==> src/rtl/core/obrf_pkg.sv <==
// Shared types and constants for the object box rotate filter.
package obrf_pkg;

   // Coordinates and sizes after scaling to the view. They are signed and wide enough
   // for every input bit pattern.
   typedef logic signed [13:0] coord_type;

   typedef logic [1:0]  rot_type;
   typedef logic [1:0]  anchor_type;
   typedef logic [43:0] window_type;
   typedef logic [21:0] size_type;
   typedef logic [2:0]  csr_index_type;
   typedef logic [43:0] csr_data_type;
   typedef logic [7:0]  count_type;

   localparam rot_type ROT_0   = 2'd0;
   localparam rot_type ROT_90  = 2'd1;
   localparam rot_type ROT_180 = 2'd2;
   localparam rot_type ROT_270 = 2'd3;

   localparam anchor_type ANCHOR_BOTTOM   = 2'd0;
   localparam anchor_type ANCHOR_MIDDLE   = 2'd1;
   localparam anchor_type ANCHOR_TOP_LEFT = 2'd2;

   localparam csr_index_type CSR_ROTATION    = 3'd0;
   localparam csr_index_type CSR_ANCHOR_MODE = 3'd1;
   localparam csr_index_type CSR_AREA_BOX    = 3'd2;
   localparam csr_index_type CSR_IGNORE_BOX  = 3'd3;
   localparam csr_index_type CSR_MIN_SIZE    = 3'd4;

   localparam logic MODE_BOX     = 1'b0;
   localparam logic MODE_EOF     = 1'b1;
   localparam logic KIND_OBJECT  = 1'b0;
   localparam logic KIND_SUMMARY = 1'b1;

   localparam int FIELD_W = 11;

   // Area window resets to x1 = 0, y1 = 0, x2 = 1000, y2 = 1000.
   localparam window_type AREA_RESET   = {11'd1000, 11'd1000, 11'd0, 11'd0};
   localparam window_type IGNORE_RESET = '0;
   localparam size_type   MIN_RESET    = {11'd10, 11'd10};

   typedef struct packed {
      rot_type    rotation;
      anchor_type anchor_mode;
      window_type area_box;
      window_type ignore_box;
      size_type   min_size;
   } cfg_type;

   typedef struct packed {
      coord_type x;
      coord_type y;
      coord_type w;
      coord_type h;
      coord_type ax;
      coord_type ay;
   } geom_type;

   typedef struct packed {
      logic      emit;
      logic      kind;
      count_type kept_total;
   } frame_status_type;

endpackage

==> src/rtl/core/obrf_csr.sv <==
// Configuration register file written through the csr channel.
module obrf_csr (
   input  logic                   clock,
   input  logic                   reset,
   input  logic                   csr_valid,
   input  obrf_pkg::csr_index_type csr_index,
   input  obrf_pkg::csr_data_type  csr_wdata,
   output obrf_pkg::cfg_type       cfg
);

   obrf_pkg::cfg_type cfg_ff;
   obrf_pkg::cfg_type cfg_in;

   always_comb begin
      cfg_in = cfg_ff;
      if (csr_valid) begin
         unique case (csr_index)
            obrf_pkg::CSR_ROTATION:    cfg_in.rotation    = csr_wdata[1:0];
            obrf_pkg::CSR_ANCHOR_MODE: cfg_in.anchor_mode = csr_wdata[1:0];
            obrf_pkg::CSR_AREA_BOX:    cfg_in.area_box    = csr_wdata[43:0];
            obrf_pkg::CSR_IGNORE_BOX:  cfg_in.ignore_box  = csr_wdata[43:0];
            obrf_pkg::CSR_MIN_SIZE:    cfg_in.min_size    = csr_wdata[21:0];
            default:                   cfg_in = cfg_ff;
         endcase
      end
   end

   always_ff @(posedge clock) begin
      if (reset) begin
         cfg_ff.rotation    <= obrf_pkg::ROT_0;
         cfg_ff.anchor_mode <= obrf_pkg::ANCHOR_BOTTOM;
         cfg_ff.area_box    <= obrf_pkg::AREA_RESET;
         cfg_ff.ignore_box  <= obrf_pkg::IGNORE_RESET;
         cfg_ff.min_size    <= obrf_pkg::MIN_RESET;
      end else begin
         cfg_ff <= cfg_in;
      end
   end

   assign cfg = cfg_ff;

endmodule

==> src/rtl/core/obrf_map.sv <==
// Scales a scene box to view units, rotates it and picks its anchor point.
module obrf_map (
   input  obrf_pkg::cfg_type   cfg,
   input  logic signed [13:0]  box_left,
   input  logic signed [13:0]  box_top,
   input  logic        [13:0]  box_width,
   input  logic        [13:0]  box_height,
   output obrf_pkg::geom_type  geom
);

   localparam logic signed [15:0] SCENE_HALF = 16'sd4096;
   localparam logic signed [13:0] VIEW_SPAN  = 14'sd1000;

   // Multiply by 1000 and divide by 8192, truncating toward zero.
   function automatic obrf_pkg::coord_type scale(input logic signed [15:0] v);
      logic signed [25:0] prod;
      logic signed [25:0] biased;
      logic signed [25:0] quot;
      prod   = $signed({{10{v[15]}}, v}) * 26'sd1000;
      biased = prod + (prod[25] ? 26'sd8191 : 26'sd0);
      quot   = biased >>> 13;
      return quot[13:0];
   endfunction

   logic signed [15:0] mx, my, mw, mh;
   logic signed [15:0] x0, y0;
   obrf_pkg::coord_type sx, sy, sw, sh;
   obrf_pkg::coord_type x, y, w, h, ax, ay;

   always_comb begin
      mx = {{2{box_left[13]}}, box_left};
      my = {{2{box_top[13]}}, box_top};
      mw = {2'b00, box_width};
      mh = {2'b00, box_height};

      // A half turn mirrors both axes; the other views measure from the top edge.
      if (cfg.rotation == obrf_pkg::ROT_180) begin
         x0 = SCENE_HALF - mx - mw;
         y0 = SCENE_HALF + my;
      end else begin
         x0 = SCENE_HALF + mx;
         y0 = SCENE_HALF - my - mh;
      end

      sx = scale(x0);
      sy = scale(y0);
      sw = scale(mw);
      sh = scale(mh);

      unique case (cfg.rotation)
         obrf_pkg::ROT_90: begin
            w = sh;
            h = sw;
            x = VIEW_SPAN - sy - sh;
            y = sx;
         end
         obrf_pkg::ROT_270: begin
            w = sh;
            h = sw;
            x = sy;
            y = VIEW_SPAN - sx - sw;
         end
         default: begin
            w = sw;
            h = sh;
            x = sx;
            y = sy;
         end
      endcase

      // Sizes are never negative, so halving is a shift.
      unique case (cfg.anchor_mode)
         obrf_pkg::ANCHOR_BOTTOM: begin
            ax = x + (w >>> 1);
            ay = y + h;
         end
         obrf_pkg::ANCHOR_MIDDLE: begin
            ax = x + (w >>> 1);
            ay = y + (h >>> 1);
         end
         default: begin
            ax = x;
            ay = y;
         end
      endcase

      geom.x  = x;
      geom.y  = y;
      geom.w  = w;
      geom.h  = h;
      geom.ax = ax;
      geom.ay = ay;
   end

endmodule

==> src/rtl/core/obrf_frame.sv <==
// Window and size filtering plus the per-frame kept counter.
module obrf_frame #(
   parameter int MAX_OBJECTS = 255
) (
   input  logic                       clock,
   input  logic                       reset,
   input  logic                       step,
   input  logic                       mode,
   input  obrf_pkg::cfg_type          cfg,
   input  obrf_pkg::geom_type         geom,
   output obrf_pkg::frame_status_type status
);

   localparam int LIMIT_INT = (MAX_OBJECTS < 255) ? MAX_OBJECTS : 255;
   localparam obrf_pkg::count_type KEPT_LIMIT = LIMIT_INT[7:0];

   // Zero-extends an 11-bit window field into the signed coordinate domain.
   function automatic obrf_pkg::coord_type fld(input logic [43:0] packed_box,
                                               input int idx);
      logic [10:0] raw;
      raw = packed_box[idx*obrf_pkg::FIELD_W +: obrf_pkg::FIELD_W];
      return $signed({3'b000, raw});
   endfunction

   obrf_pkg::count_type frame_kept_ff, frame_kept_in;
   logic                prev_empty_ff, prev_empty_in;

   logic outside, too_small, ignored, keep, empty;

   always_comb begin
      outside = (geom.ax < fld(cfg.area_box, 0)) || (geom.ax > fld(cfg.area_box, 2)) ||
                (geom.ay < fld(cfg.area_box, 1)) || (geom.ay > fld(cfg.area_box, 3));
      too_small = (geom.w < $signed({3'b000, cfg.min_size[10:0]})) ||
                  (geom.h < $signed({3'b000, cfg.min_size[21:11]}));
      ignored = (geom.ax > fld(cfg.ignore_box, 0)) && (geom.ax < fld(cfg.ignore_box, 2)) &&
                (geom.ay > fld(cfg.ignore_box, 1)) && (geom.ay < fld(cfg.ignore_box, 3));
      keep  = !outside && !too_small && !ignored;
      empty = (frame_kept_ff == '0);

      frame_kept_in     = frame_kept_ff;
      prev_empty_in     = prev_empty_ff;
      status.emit       = 1'b0;
      status.kind       = obrf_pkg::KIND_OBJECT;
      status.kept_total = '0;

      if (mode == obrf_pkg::MODE_EOF) begin
         status.kind   = obrf_pkg::KIND_SUMMARY;
         frame_kept_in = '0;
         // A second empty frame in a row gives no summary.
         if (!(prev_empty_ff && empty)) begin
            status.emit       = 1'b1;
            status.kept_total = frame_kept_ff;
            prev_empty_in     = empty;
         end
      end else if (keep) begin
         status.emit = 1'b1;
         if (frame_kept_ff < KEPT_LIMIT) begin
            frame_kept_in = frame_kept_ff + 8'd1;
         end
      end
   end

   always_ff @(posedge clock) begin
      if (reset) begin
         frame_kept_ff <= '0;
         prev_empty_ff <= 1'b0;
      end else if (step) begin
         frame_kept_ff <= frame_kept_in;
         prev_empty_ff <= prev_empty_in;
      end
   end

endmodule

==> src/rtl/core/object_box_rotate_filter.sv <==
// Top level of the object box rotate filter: input register, mapping, filter and result register.

// Each req transaction carries either an object box in centered scene units (mode 0) or an
// end-of-frame marker (mode 1). A box is scaled to the 0 to 1000 view, rotated as the rotation
// register says, given an anchor point, and checked against the area window, the minimum size
// and the ignore window; a box that passes comes out as one rsp transaction of kind 0, a box
// that fails produces nothing. An end-of-frame marker produces a kind 1 transaction whose
// kept_total is the number of boxes kept since the previous marker, saturating at the smaller
// of MAX_OBJECTS and 255; it is withheld when this frame and the one before were both empty.
// The block accepts one transaction every clock cycle as long as rsp_ready keeps the result
// register draining. A result is offered on the rsp channel after its request has passed the
// input register: all the mapping and filtering is done by the combinational logic between it
// and the result register, and the result register loads once it is empty or being drained.
// When rsp_ready is low and the result register is full, the input register can still take one
// more transaction; once it holds one as well, req_ready drops in that same cycle and stays low
// until the result register drains. Configuration is written over the csr channel, which is
// always ready, and should only change while no transaction is in flight.
module object_box_rotate_filter #(
   parameter int MAX_OBJECTS = 255
) (
   input  logic                    clock,
   input  logic                    reset,

   input  logic                    csr_valid,
   output logic                    csr_ready,
   input  obrf_pkg::csr_index_type csr_index,
   input  obrf_pkg::csr_data_type  csr_wdata,

   input  logic                    req_valid,
   output logic                    req_ready,
   input  logic                    req_mode,
   input  logic [31:0]             req_object_id,
   input  logic signed [13:0]      req_box_left,
   input  logic signed [13:0]      req_box_top,
   input  logic [13:0]             req_box_width,
   input  logic [13:0]             req_box_height,

   output logic                    rsp_valid,
   input  logic                    rsp_ready,
   output logic                    rsp_kind,
   output logic [31:0]             rsp_out_id,
   output logic signed [11:0]      rsp_view_x,
   output logic signed [11:0]      rsp_view_y,
   output logic [9:0]              rsp_view_w,
   output logic [9:0]              rsp_view_h,
   output logic signed [11:0]      rsp_anchor_x,
   output logic signed [11:0]      rsp_anchor_y,
   output logic [7:0]              rsp_kept_total
);

   // Clamp a view coordinate to the signed 12-bit output range.
   function automatic logic signed [11:0] sat_s12(input obrf_pkg::coord_type v);
      logic signed [11:0] r;
      if (v > 14'sd2047) begin
         r = 12'sd2047;
      end else if (v < -14'sd2048) begin
         r = -12'sd2048;
      end else begin
         r = v[11:0];
      end
      return r;
   endfunction

   // Clamp a non-negative size to the 10-bit output range.
   function automatic logic [9:0] sat_u10(input obrf_pkg::coord_type v);
      logic [9:0] r;
      if (v > 14'sd1023) begin
         r = 10'd1023;
      end else if (v < 14'sd0) begin
         r = 10'd0;
      end else begin
         r = v[9:0];
      end
      return r;
   endfunction

   obrf_pkg::cfg_type          cfg;
   obrf_pkg::geom_type         geom;
   obrf_pkg::frame_status_type status;

   // Input register.
   logic                s1_valid_ff, s1_valid_in;
   logic                s1_mode_ff;
   logic [31:0]         s1_id_ff;
   logic signed [13:0]  s1_left_ff, s1_top_ff;
   logic [13:0]         s1_width_ff, s1_height_ff;

   // Result register.
   logic                rsp_valid_ff, rsp_valid_in;
   logic                rsp_kind_ff;
   logic [31:0]         rsp_id_ff;
   logic signed [11:0]  rsp_x_ff, rsp_y_ff, rsp_ax_ff, rsp_ay_ff;
   logic [9:0]          rsp_w_ff, rsp_h_ff;
   logic [7:0]          rsp_total_ff;

   logic req_take, out_free, advance;

   assign csr_ready = 1'b1;

   obrf_csr u_csr (
      .clock     (clock),
      .reset     (reset),
      .csr_valid (csr_valid),
      .csr_index (csr_index),
      .csr_wdata (csr_wdata),
      .cfg       (cfg)
   );

   obrf_map u_map (
      .cfg        (cfg),
      .box_left   (s1_left_ff),
      .box_top    (s1_top_ff),
      .box_width  (s1_width_ff),
      .box_height (s1_height_ff),
      .geom       (geom)
   );

   obrf_frame #(
      .MAX_OBJECTS (MAX_OBJECTS)
   ) u_frame (
      .clock  (clock),
      .reset  (reset),
      .step   (advance),
      .mode   (s1_mode_ff),
      .cfg    (cfg),
      .geom   (geom),
      .status (status)
   );

   // The held item moves on whenever the result register is empty or being drained;
   // frame state is updated in the same cycle, so the next item sees it at once.
   assign out_free  = !rsp_valid_ff || rsp_ready;
   assign advance   = s1_valid_ff && out_free;
   assign req_ready = !s1_valid_ff || out_free;
   assign req_take  = req_valid && req_ready;

   always_comb begin
      s1_valid_in = s1_valid_ff;
      if (req_take) begin
         s1_valid_in = 1'b1;
      end else if (advance) begin
         s1_valid_in = 1'b0;
      end

      rsp_valid_in = rsp_valid_ff;
      if (advance) begin
         rsp_valid_in = status.emit;
      end else if (rsp_ready) begin
         rsp_valid_in = 1'b0;
      end
   end

   always_ff @(posedge clock) begin
      if (reset) begin
         s1_valid_ff  <= 1'b0;
         rsp_valid_ff <= 1'b0;
      end else begin
         s1_valid_ff  <= s1_valid_in;
         rsp_valid_ff <= rsp_valid_in;
      end
   end

   always_ff @(posedge clock) begin
      if (req_take) begin
         s1_mode_ff   <= req_mode;
         s1_id_ff     <= req_object_id;
         s1_left_ff   <= req_box_left;
         s1_top_ff    <= req_box_top;
         s1_width_ff  <= req_box_width;
         s1_height_ff <= req_box_height;
      end
   end

   // Summaries carry only the count; kept objects carry everything but the count.
   always_ff @(posedge clock) begin
      if (advance && status.emit) begin
         rsp_kind_ff <= status.kind;
         if (status.kind == obrf_pkg::KIND_SUMMARY) begin
            rsp_id_ff    <= '0;
            rsp_x_ff     <= '0;
            rsp_y_ff     <= '0;
            rsp_w_ff     <= '0;
            rsp_h_ff     <= '0;
            rsp_ax_ff    <= '0;
            rsp_ay_ff    <= '0;
            rsp_total_ff <= status.kept_total;
         end else begin
            rsp_id_ff    <= s1_id_ff;
            rsp_x_ff     <= sat_s12(geom.x);
            rsp_y_ff     <= sat_s12(geom.y);
            rsp_w_ff     <= sat_u10(geom.w);
            rsp_h_ff     <= sat_u10(geom.h);
            rsp_ax_ff    <= sat_s12(geom.ax);
            rsp_ay_ff    <= sat_s12(geom.ay);
            rsp_total_ff <= '0;
         end
      end
   end

   assign rsp_valid      = rsp_valid_ff;
   assign rsp_kind       = rsp_kind_ff;
   assign rsp_out_id     = rsp_id_ff;
   assign rsp_view_x     = rsp_x_ff;
   assign rsp_view_y     = rsp_y_ff;
   assign rsp_view_w     = rsp_w_ff;
   assign rsp_view_h     = rsp_h_ff;
   assign rsp_anchor_x   = rsp_ax_ff;
   assign rsp_anchor_y   = rsp_ay_ff;
   assign rsp_kept_total = rsp_total_ff;

endmodule
==> config.mk <==
export PLATFORM = sky130hd
export DESIGN_NAME = object_box_rotate_filter
export DESIGN_NICKNAME = d
export VERILOG_FILES = /design/src/rtl/core/obrf_pkg.sv /design/src/rtl/core/obrf_csr.sv /design/src/rtl/core/obrf_map.sv /design/src/rtl/core/obrf_frame.sv /design/src/rtl/core/object_box_rotate_filter.sv
export SDC_FILE = /design/constraint.sdc
export NUM_CORES = 1
export LEC_CHECK = 0
export ABC_CLOCK_PERIOD_IN_PS = 43200
export BUFFER_PORTS_ARGS = -buffer_cell sky130_fd_sc_hd__buf_2
export CAP_MARGIN = 20
export CORE_AREA = 2 2 178 312
export CTS_CLUSTER_DIAMETER = 120
export DETAILED_ROUTE_END_ITERATION = 12
export DIE_AREA = 0 0 180 314
export PLACE_DENSITY = 0.82
export SLEW_MARGIN = 20
export SYNTH_ARGS = -nofsm -noshare
export SYNTH_HDL_FRONTEND = slang
export SYNTH_HIERARCHICAL = 1
export SYNTH_SLANG_ARGS = --single-unit
==> constraint.sdc <==
create_clock -name clock -period 43.2 [get_ports clock]
set_clock_uncertainty 0.05 [all_clocks]
set_input_delay 8.64 -clock clock [delete_from_list [all_inputs] [get_ports clock]]
set_output_delay 8.64 -clock clock [all_outputs]
set_load 0.02 [all_outputs]
Word-level counts from Yosys, hierarchy flattened

Index checks and enable logic that the tools add are counted.

Word-level logic and storage cells: 161
Flip-flop bits (word level): 323
Output and inout port bits: 112
Bits of input ports: 141

$add $sub $neg: 18
Bitwise gates (word level): 3
Multiplexer cells: 36
Equality and inequality tests: 8
Magnitude comparators: 23
Reduce and logical (&&, ||, !) cells: 41
$mul: 4

Operators by type and width:

| kind                                                  | number |
|---|---|
| < comparator 14 x 12 -> 1 bit                         | 6 |
| one-hot mux 14 bit (2 select lines)                   | 3 |
| > comparator 14 x 12 -> 1 bit                         | 4 |
| > comparator 14 x 12 -> 1 bit (second input constant) | 4 |
| < comparator 14 x 12 -> 1 bit (second input constant) | 4 |
| adder 26 x 14 -> 26 bit                               | 2 |
| 2-to-1 mux 13 bit                                     | 4 |
| adder 24 x 13 -> 25 bit                               | 2 |
| 2-to-1 mux 12 bit                                     | 4 |
| multiplier 16 x 8 -> 23 bit (second input constant)   | 2 |
| 2-to-1 mux 11 bit                                     | 4 |
| multiplier 14 x 7 -> 21 bit (second input constant)   | 2 |
| 2-to-1 mux 14 bit                                     | 3 |
| 2-to-1 mux 10 bit                                     | 4 |
| 2-to-1 mux 16 bit                                     | 2 |
| 2-to-1 mux 8 bit                                      | 4 |
| subtractor 16 x 15 -> 16 bit                          | 2 |
| adder 14 x 14 -> 15 bit (first input constant)        | 2 |
| subtractor 14 x 14 -> 15 bit (first input constant)   | 2 |
| adder 14 x 13 -> 14 bit                               | 2 |
| > comparator 14 x 11 -> 1 bit (second input constant) | 2 |
| < comparator 14 x 1 -> 1 bit (second input constant)  | 2 |
| subtractor 11 x 13 -> 14 bit (first input constant)   | 2 |
| subtractor 14 x 13 -> 14 bit                          | 2 |
| other kinds (22)                                      | 63 |

Logic depth before layout (Yosys ltp)

Gate-level depths: netlist of run 1.

Word-level depth: 21
Depth in mapped cells: 72
Gate-level depth less buffers: 72

Cells and area by module

The synthesis of run 1 kept the hierarchy.

By module, submodules not included:

| module                   | area each (um^2) | sequential area each (um^2) | times used | cells each |
|---|---|---|---|---|
| obrf_map                 | 16368.2          | 0.0                         | 1          | 2008 |
| object_box_rotate_filter | 7596.0           | 5985.7                      | 1          | 447 |
| obrf_csr                 | 4697.0           | 2282.2                      | 1          | 441 |
| obrf_frame               | 3469.6           | 180.2                       | 1          | 465 |

Worst setup path after synthesis of run 1

Ideal clock, no wire load.

Path type: register to register
Start point: reg s1_width_ff[2]
End point: reg rsp_ax_ff[0], in the netlist rsp_anchor_x[0] (enable)
Data arrival time: 18.019 ns
Period minus slack after synthesis: 18.660 ns
Required time: 42.559 ns
Library setup time: 0.591 ns
Buffers on the path: 0
Path slack: 24.540 ns
Stages on the path, launching flop included: 67
Cells stage by stage: edfxtp_1 inv_1 ha_1 ha_1 a21o_1 a21oi_1 o21bai_1 a21oi_1 o21ai_0 a211o_1 a21oi_1 xnor2_1 nor2_1 a21oi_1 xnor2_1 ha_1 inv_1 fa_1 [... 31 more ...] a21oi_1 nor2b_1 o21a_1 o21ai_0 nand2b_1 a21oi_1 xnor2_1 mux2_2 ha_1 nand4b_1 nor4_1 nand2_1 o311a_2 nor4b_4 nand4b_1 o21bai_1 nand2_1 nor2b_1

RTL lines:

| element                | RTL line                        | source |
|---|---|---|
| from (decl)            | object_box_rotate_filter.sv:86  | `logic [13:0] s1_width_ff, s1_height_ff;` |
| from (signal assigned) | object_box_rotate_filter.sv:169 | `s1_width_ff <= req_box_width;` |
| to (signal assigned)   | object_box_rotate_filter.sv:193 | `rsp_ax_ff <= sat_s12(geom.ax);` |
| to (decl)              | object_box_rotate_filter.sv:92  | `logic signed [11:0] rsp_x_ff, rsp_y_ff, rsp_ax_ff, rsp_ay_ff;` |

==> results of run 1 <==
-- cells by family (layout without fill, tap and decap cells) --
family	count (synthesis)	after routing
other cells	2	8
fa+ha+maj	652	652
buf+inv	670	887
mux	165	165
simple gates	798	798
compound gates	593	593
xor+xnor	158	158
flops	323	323
-- layout make-up --
| class | count | share of cell area [%] |
|---|---|---|
| Timing Repair Buffer | 272 | 4.05 |
| Clock buffer | 40 | 2.44 |
| Inverter | 559 | 6.00 |
| Tap cell | 690 | 2.47 |
| Multi-Input combinational cell | 2373 | 60.2 |
| Sequential cell | 323 | 24.1 |
| Clock inverter | 16 | 0.665 |
| Antenna cell | 1 | 0.00715 |
-- registers in the layout (all words and copies together), names as in the netlist, 8 cells and up --
| register | cells |
|---|---|
| rsp_out_id | 32 |
| u_csr/cfg | 114 |
| rsp_view_w | 10 |
| s1_top_ff | 14 |
| rsp_anchor_y | 12 |
| rsp_view_y | 12 |
| s1_width_ff | 14 |
| u_frame/frame_kept_ff | 8 |
| s1_height_ff | 14 |
| s1_id_ff | 32 |
| rsp_view_h | 10 |
| rsp_anchor_x | 12 |
| s1_left_ff | 14 |
| rsp_kept_total | 8 |
| rsp_view_x | 12 |
-- cells in the final DEF (no fill, tap or decap), types with 102 or more instances in the layout --
master / instances
mux2i_1: 139
inv_1: 558
xnor2_1: 102
nand2_1: 145
dfxtp_1: 124
ha_1: 452
a21oi_1: 161
nor2_1: 198
fa_1: 199
buf_2: 250
nand2b_1: 172
edfxtp_1: 198
-- per-layer routing --
| layer | wire [microns] | global-route usage [%] |
|---|---|---|
| met5 | 11 | 0 |
| met4 | 8590 | 25.3 |
| met2 | 41600 | 52.1 |
| met1 | 29500 | 30.4 |
| met3 | 3390 | 4.04 |
-- worst max path at each step --
stage	start	to	slack, ns	depth (start not counted)
2_1_floorplan	s1_width_ff[2]	rsp_anchor_x[0]	24.54	66
3_3_place_gp	rsp_ready	req_ready	25.42	3
3_5_place_dp	rsp_ready	req_ready	25.42	3
4_1_cts	s1_width_ff[2]	rsp_view_h[2]	25.37	66
5_1_grt	s1_width_ff[2]	rsp_view_h[6]	24.12	67
6_report	s1_width_ff[2]	rsp_view_w[4]	25.25	66
-- through the flow --
step                      instance area (sq um)  instances  setup WS (ns)  hold WS (ns)  util [%]
after floorplan                           32100       3366          24.54         0.384         -
after global placement                    33900       4217          25.42         0.396      62.9
after detailed placement                  33900       4217          25.42         0.404      62.9
after CTS                                 35000       4273          25.37         0.414      65.0
after global routing                      35000       4274          24.12         0.433      65.0
final                                     35000       4274          25.25         0.408      65.0
-- critical path, delay by kind of cell (launching register included) --
kind            cells  cell delay [ns]
buf+inv             9             1.67
xor+xnor            4             0.60
flops               1             0.58
compound gates     23             5.60
fa+ha+maj          13             4.84
mux                 3             0.76
simple gates       14             3.36
==> metrics, run 1 <==
TNS Setup=0 ns; WL final=around 83,000 microns; Synth Area in Adders=a little under a third; Ys Warns=6; area share of the largest cell type after synthesis=between 10% and 20%; post-CTS sizing=0; clock-pin slew on the worst setup and hold paths=~0.070 ns; GR Overflow Total=0; Clock Tree Buf Depth=3; Critical Path Source Type=register; ys flop type=edfxtp_1; min-delay src=u_frame/prev_empty_ff; xor/xnor share of the synthesized area=4.31%; Post-route DRC=0; Max FO, Critical Path=78; status=complete, no violations; most frequent cells after synthesis=inv_1, ha_1, fa_1; first-pass GRT wire length=131,000 microns; final hold viol count=0; vias=24,666; top post-synthesis cells by area=edfxtp_1, ha_1, fa_1, dfxtp_1, inv_1; worst hold-check path type=register to register; core area=53,900 sq um; Worst slew margin=24.4%; register area share after synthesis=26.3%; Hold EP=u_frame/prev_empty_ff; DRT Pass-1 Iters=7; r2r worst-path depth=66; flop-to-flop setup slack=roughly 25 ns; # setup viols final=0; H-tree depth=1; RePlAce Congestion=0.992; WP data arrival=between 15 and 20 ns; Initial Util=about three fifths; Die X=~180 microns; clk root buf=clkbuf_16; Worst Setup End Kind=register; final net count=4,351; Total GRT Usage=~29%; Max Cap Viol=0; clk sink count=approximately 320; FMAX=~0.056 GHz; PortBufs=about 250; initial antenna violation count=2; Worst-Skew Late Latency=a little over 0.6 ns; synthesized area=between 30,000 and 40,000 sq um; Synth Area in Compound Gates=about an eighth; Num CTS Buffers=30; DRT antenna net count=0; FFs w/ async S/R, synth=0%; share of cells above drive strength 1=approximately 11%; Final min period=approximately 18 ns; Rows=~110; crit-path max cell delay=about 0.92 ns; worst r2r src=s1_width_ff[2]; largest family of logic cells by synthesized area=adder cells; Area Growth Syn to Fin=8.90%; Die Span Y=~310 microns; Slowest-stage cell, CP=buf_4; CTS tree=done; Via density=5.77; area of the die=approximately 57,000 sq um; hpwl dp=~66,000 microns; vias in the first global route=between 20,000 and 30,000; EDFF count, synth=about 200; RSZ-0062 raised after global routing=false; required time worst endpoint=~43 ns; hold_buf cts=0; filler cell count=~4,400; count of cell types in the netlist=103; mean post-synth cell area=roughly 9.6 sq um; routed length per instance=slightly below 20 microns; Tightest Pin Transition=1.13 ns; critical path class=register to register; max-slew violations=0; Seq cells post-synth=323; simple-gate share of the synthesized area=a little over an eighth; multi-input logic area=around 21,000 sq um; Hold Crit Depth=2; Tcrit/Tclk final=41.6%; reg2reg end=rsp_view_w[4]; FF/Latch Area=approximately 8400 sq um; top-count cell post-synth=inv_1; drt initial violations=roughly 1,400; top cell type by total area after synthesis=edfxtp_1; pin count of the biggest net entering global routing=105; Syn Inst Count=3,361; postcts setup bufs=0; multiplexer share of the synthesized area=under 10%; # IOs=about 250
Power of run 1 is left out: the tool's default activity adds up to more than one toggle a clock period on the data nets, which glitch-free logic cannot reach.
==> run 2, diff against run 1 <==
- ABC_CLOCK_PERIOD_IN_PS: 43200 -> 15200
- CORE_AREA: 2 2 178 312 -> 2 2 183 320
- DIE_AREA: 0 0 180 314 -> 0 0 185 322
- clock period: 43.2 -> 15.2 ns (I/O delays scaled with it)
==> run 2 against run 1 <==
Effect of this change: global-route usage down 0.35 points; non-clock buffer count rose by 64; first-iteration DRC count is 3.5% lower; design area increased by 2.7%; setup slack worse by 25 ns; routed wire length grew 5.1%; worst hold slack better by 0.0074 ns; count of clock-buffer cells in the layout up 6.
==> metrics, run 2 (synthesis gave the netlist of run 1 again) <==
max-slew violations=0 (unchanged); Rows=116 (was 113); final hold viol count=0 (unchanged); Die Span Y=322 microns (was 314 microns); clk sink count=323 (unchanged); Worst Setup End Kind=register (unchanged); RePlAce Congestion=1.03 (was 0.992); clock-pin slew on the worst setup and hold paths=0.07 ns (about the same); dpl cells=4,338 (was 4,217); commonest cells after routing, fill and taps aside=inv_1, ha_1, buf_2 (unchanged); CTS tree=done (unchanged); area of the die=59,600 sq um (was 56,500 sq um); max reg flops=114 (unchanged); H-tree depth=1 (unchanged); WL final=87,300 microns (was 83,100 microns); Initial Util=56.5% (was 59.6%); # IOs=253 (unchanged); hpwl dp=68,400 microns (was 65,600 microns); Tcrit/Tclk final=95.9% (was 41.6%); Worst slew margin=24.9% (was 24.4%); pin count of the biggest net entering global routing=112 (was 105); WP data arrival=14.83 ns (was 18.13 ns); required time worst endpoint=15.46 ns (was 43.37 ns); drt initial violations=1,310 (was 1,357); Num CTS Buffers=30 (unchanged); Post-route DRC=0 (unchanged); Clock Tree Buf Depth=3 (unchanged); Worst-Skew Late Latency=0.61 ns (about the same); Via density=5.70 (was 5.77); Max Cap Viol=0 (unchanged); routed length per instance=19.8 microns (was 19.4 microns); Placement Setup Slack=-0.0865 ns (was 25.42 ns); most common cell after layout, fill and taps aside=inv_1 (unchanged); hold_buf cts=0 (unchanged); final core occ=63.2% (was 65.0%); n_diodes=0 (was 1); Die X=185 microns (was 180 microns); Critical Path Source Type=register (unchanged); first-pass GRT wire length=134,000 microns (was 131,000 microns); Max FO, Critical Path=23 (was 78); Top cell by count, worst path=inv_1; core area=56,900 sq um (was 53,900 sq um); # setup viols final=0 (unchanged); Slowest-stage cell, CP=fa_1 (was buf_4); Total GRT Usage=29.0% (was 29.3%); worst hold-check path type=register to register (unchanged); PortBufs=251 (unchanged); FMAX=0.0686 GHz (was 0.0557 GHz); DRT Pass-1 Iters=5 (was 7); final net count=4,415 (was 4,351); Final min period=14.57 ns (was 17.95 ns); GR Overflow Total=0 (unchanged); Area Growth Syn to Fin=11.8% (was 8.90%); critical path class=register to register (unchanged); final worst slack=0.627 ns (was 25.25 ns); crit-path max cell delay=0.53 ns (was 0.92 ns); Tightest Pin Transition=1.12 ns (was 1.13 ns); vias in the first global route=25,869 (was 25,353); status=complete, no violations (unchanged); initial antenna violation count=2 (unchanged); share of cells above drive strength 1=14.2% (was 11.2%); fin cells=4,414 (was 4,274); clk root buf=clkbuf_16 (unchanged); vias=25,180 (was 24,666); DRT antenna net count=0 (unchanged)
run 2: cell count changes in the layout (fill, tap and decap cells not counted), sizes merged:
| cell | before | now |
|---|---|---|
| diode | 1 | 0 |
| clkinvlp | 3 | 0 |
| inv | 565 | 564 |
| clkinv | 2 | 4 |
| buf | 272 | 333 |
| clkbuf | 40 | 49 |
| bufinv | 5 | 1 |
run 2: layer usage:
| metal | GRT usage, % | part of all wire, % |
|---|---|---|
| met5 | 0 | 0.0080 |
| met4 | 20.4 | 8.2 |
| met3 | 4.24 | 4.7 |
| met2 | 53.0 | 52 |
| met1 | 29.9 | 35 |
run 2: worst paths after layout:
check	startpoint	end	slack (ns)	cells after the start
worst max-delay path	s1_top_ff[1]	rsp_view_h[4]	0.63	65
worst min-delay path	u_frame/prev_empty_ff	u_frame/prev_empty_ff	0.42	2
worst max register to register	s1_top_ff[1]	rsp_view_h[4]	0.63	65
worst min register to register	u_frame/prev_empty_ff	u_frame/prev_empty_ff	0.42	2
run 2: area by class of cell:
cell class              count  area (sq um)
repair buffers            336          2010
clock inverters            10           100
well taps                 767           960
inverters                 559          2100
fillers                  4752         21000
flip-flops and latches    323          8450
clock buffers              46           913
multi-input cells        2373         21400
run 2: stage by stage:
| stage | instance area (sq um) | hold slack (ns) | TNS, ns |
|---|---|---|---|
| after global placement | 34400 | 0.393 | 0 |
| after CTS | 35400 | 0.417 | 0 |
| after floorplan | 32200 | 0.384 | 0 |
| after global routing | 35900 | 0.433 | -10.81 |
| final | 35900 | 0.415 | 0 |
| after detailed placement | 34400 | 0.407 | -6.91 |
run 2: timing repair:
item / 4_1_cts / 5_1_grt
setup endpoints to repair: 109 / 118
setup buffers: 0 / 15
cloned: 0 / 5
resized for setup: 3 / 67
pin swaps: 0 / 14
run 2: critical path, delay by kind of cell (launching register included):
family                   cells  cell delay [ns]
AO/OA/AOI/OAI               25             4.64
XOR/XNOR                     3             0.67
adder cells (fa/ha/maj)     13             4.77
buffers and inverters       10             0.92
flip-flops                   1             0.40
AND/OR/NAND/NOR             14             2.77
Power of run 2 is left out for the same reason.
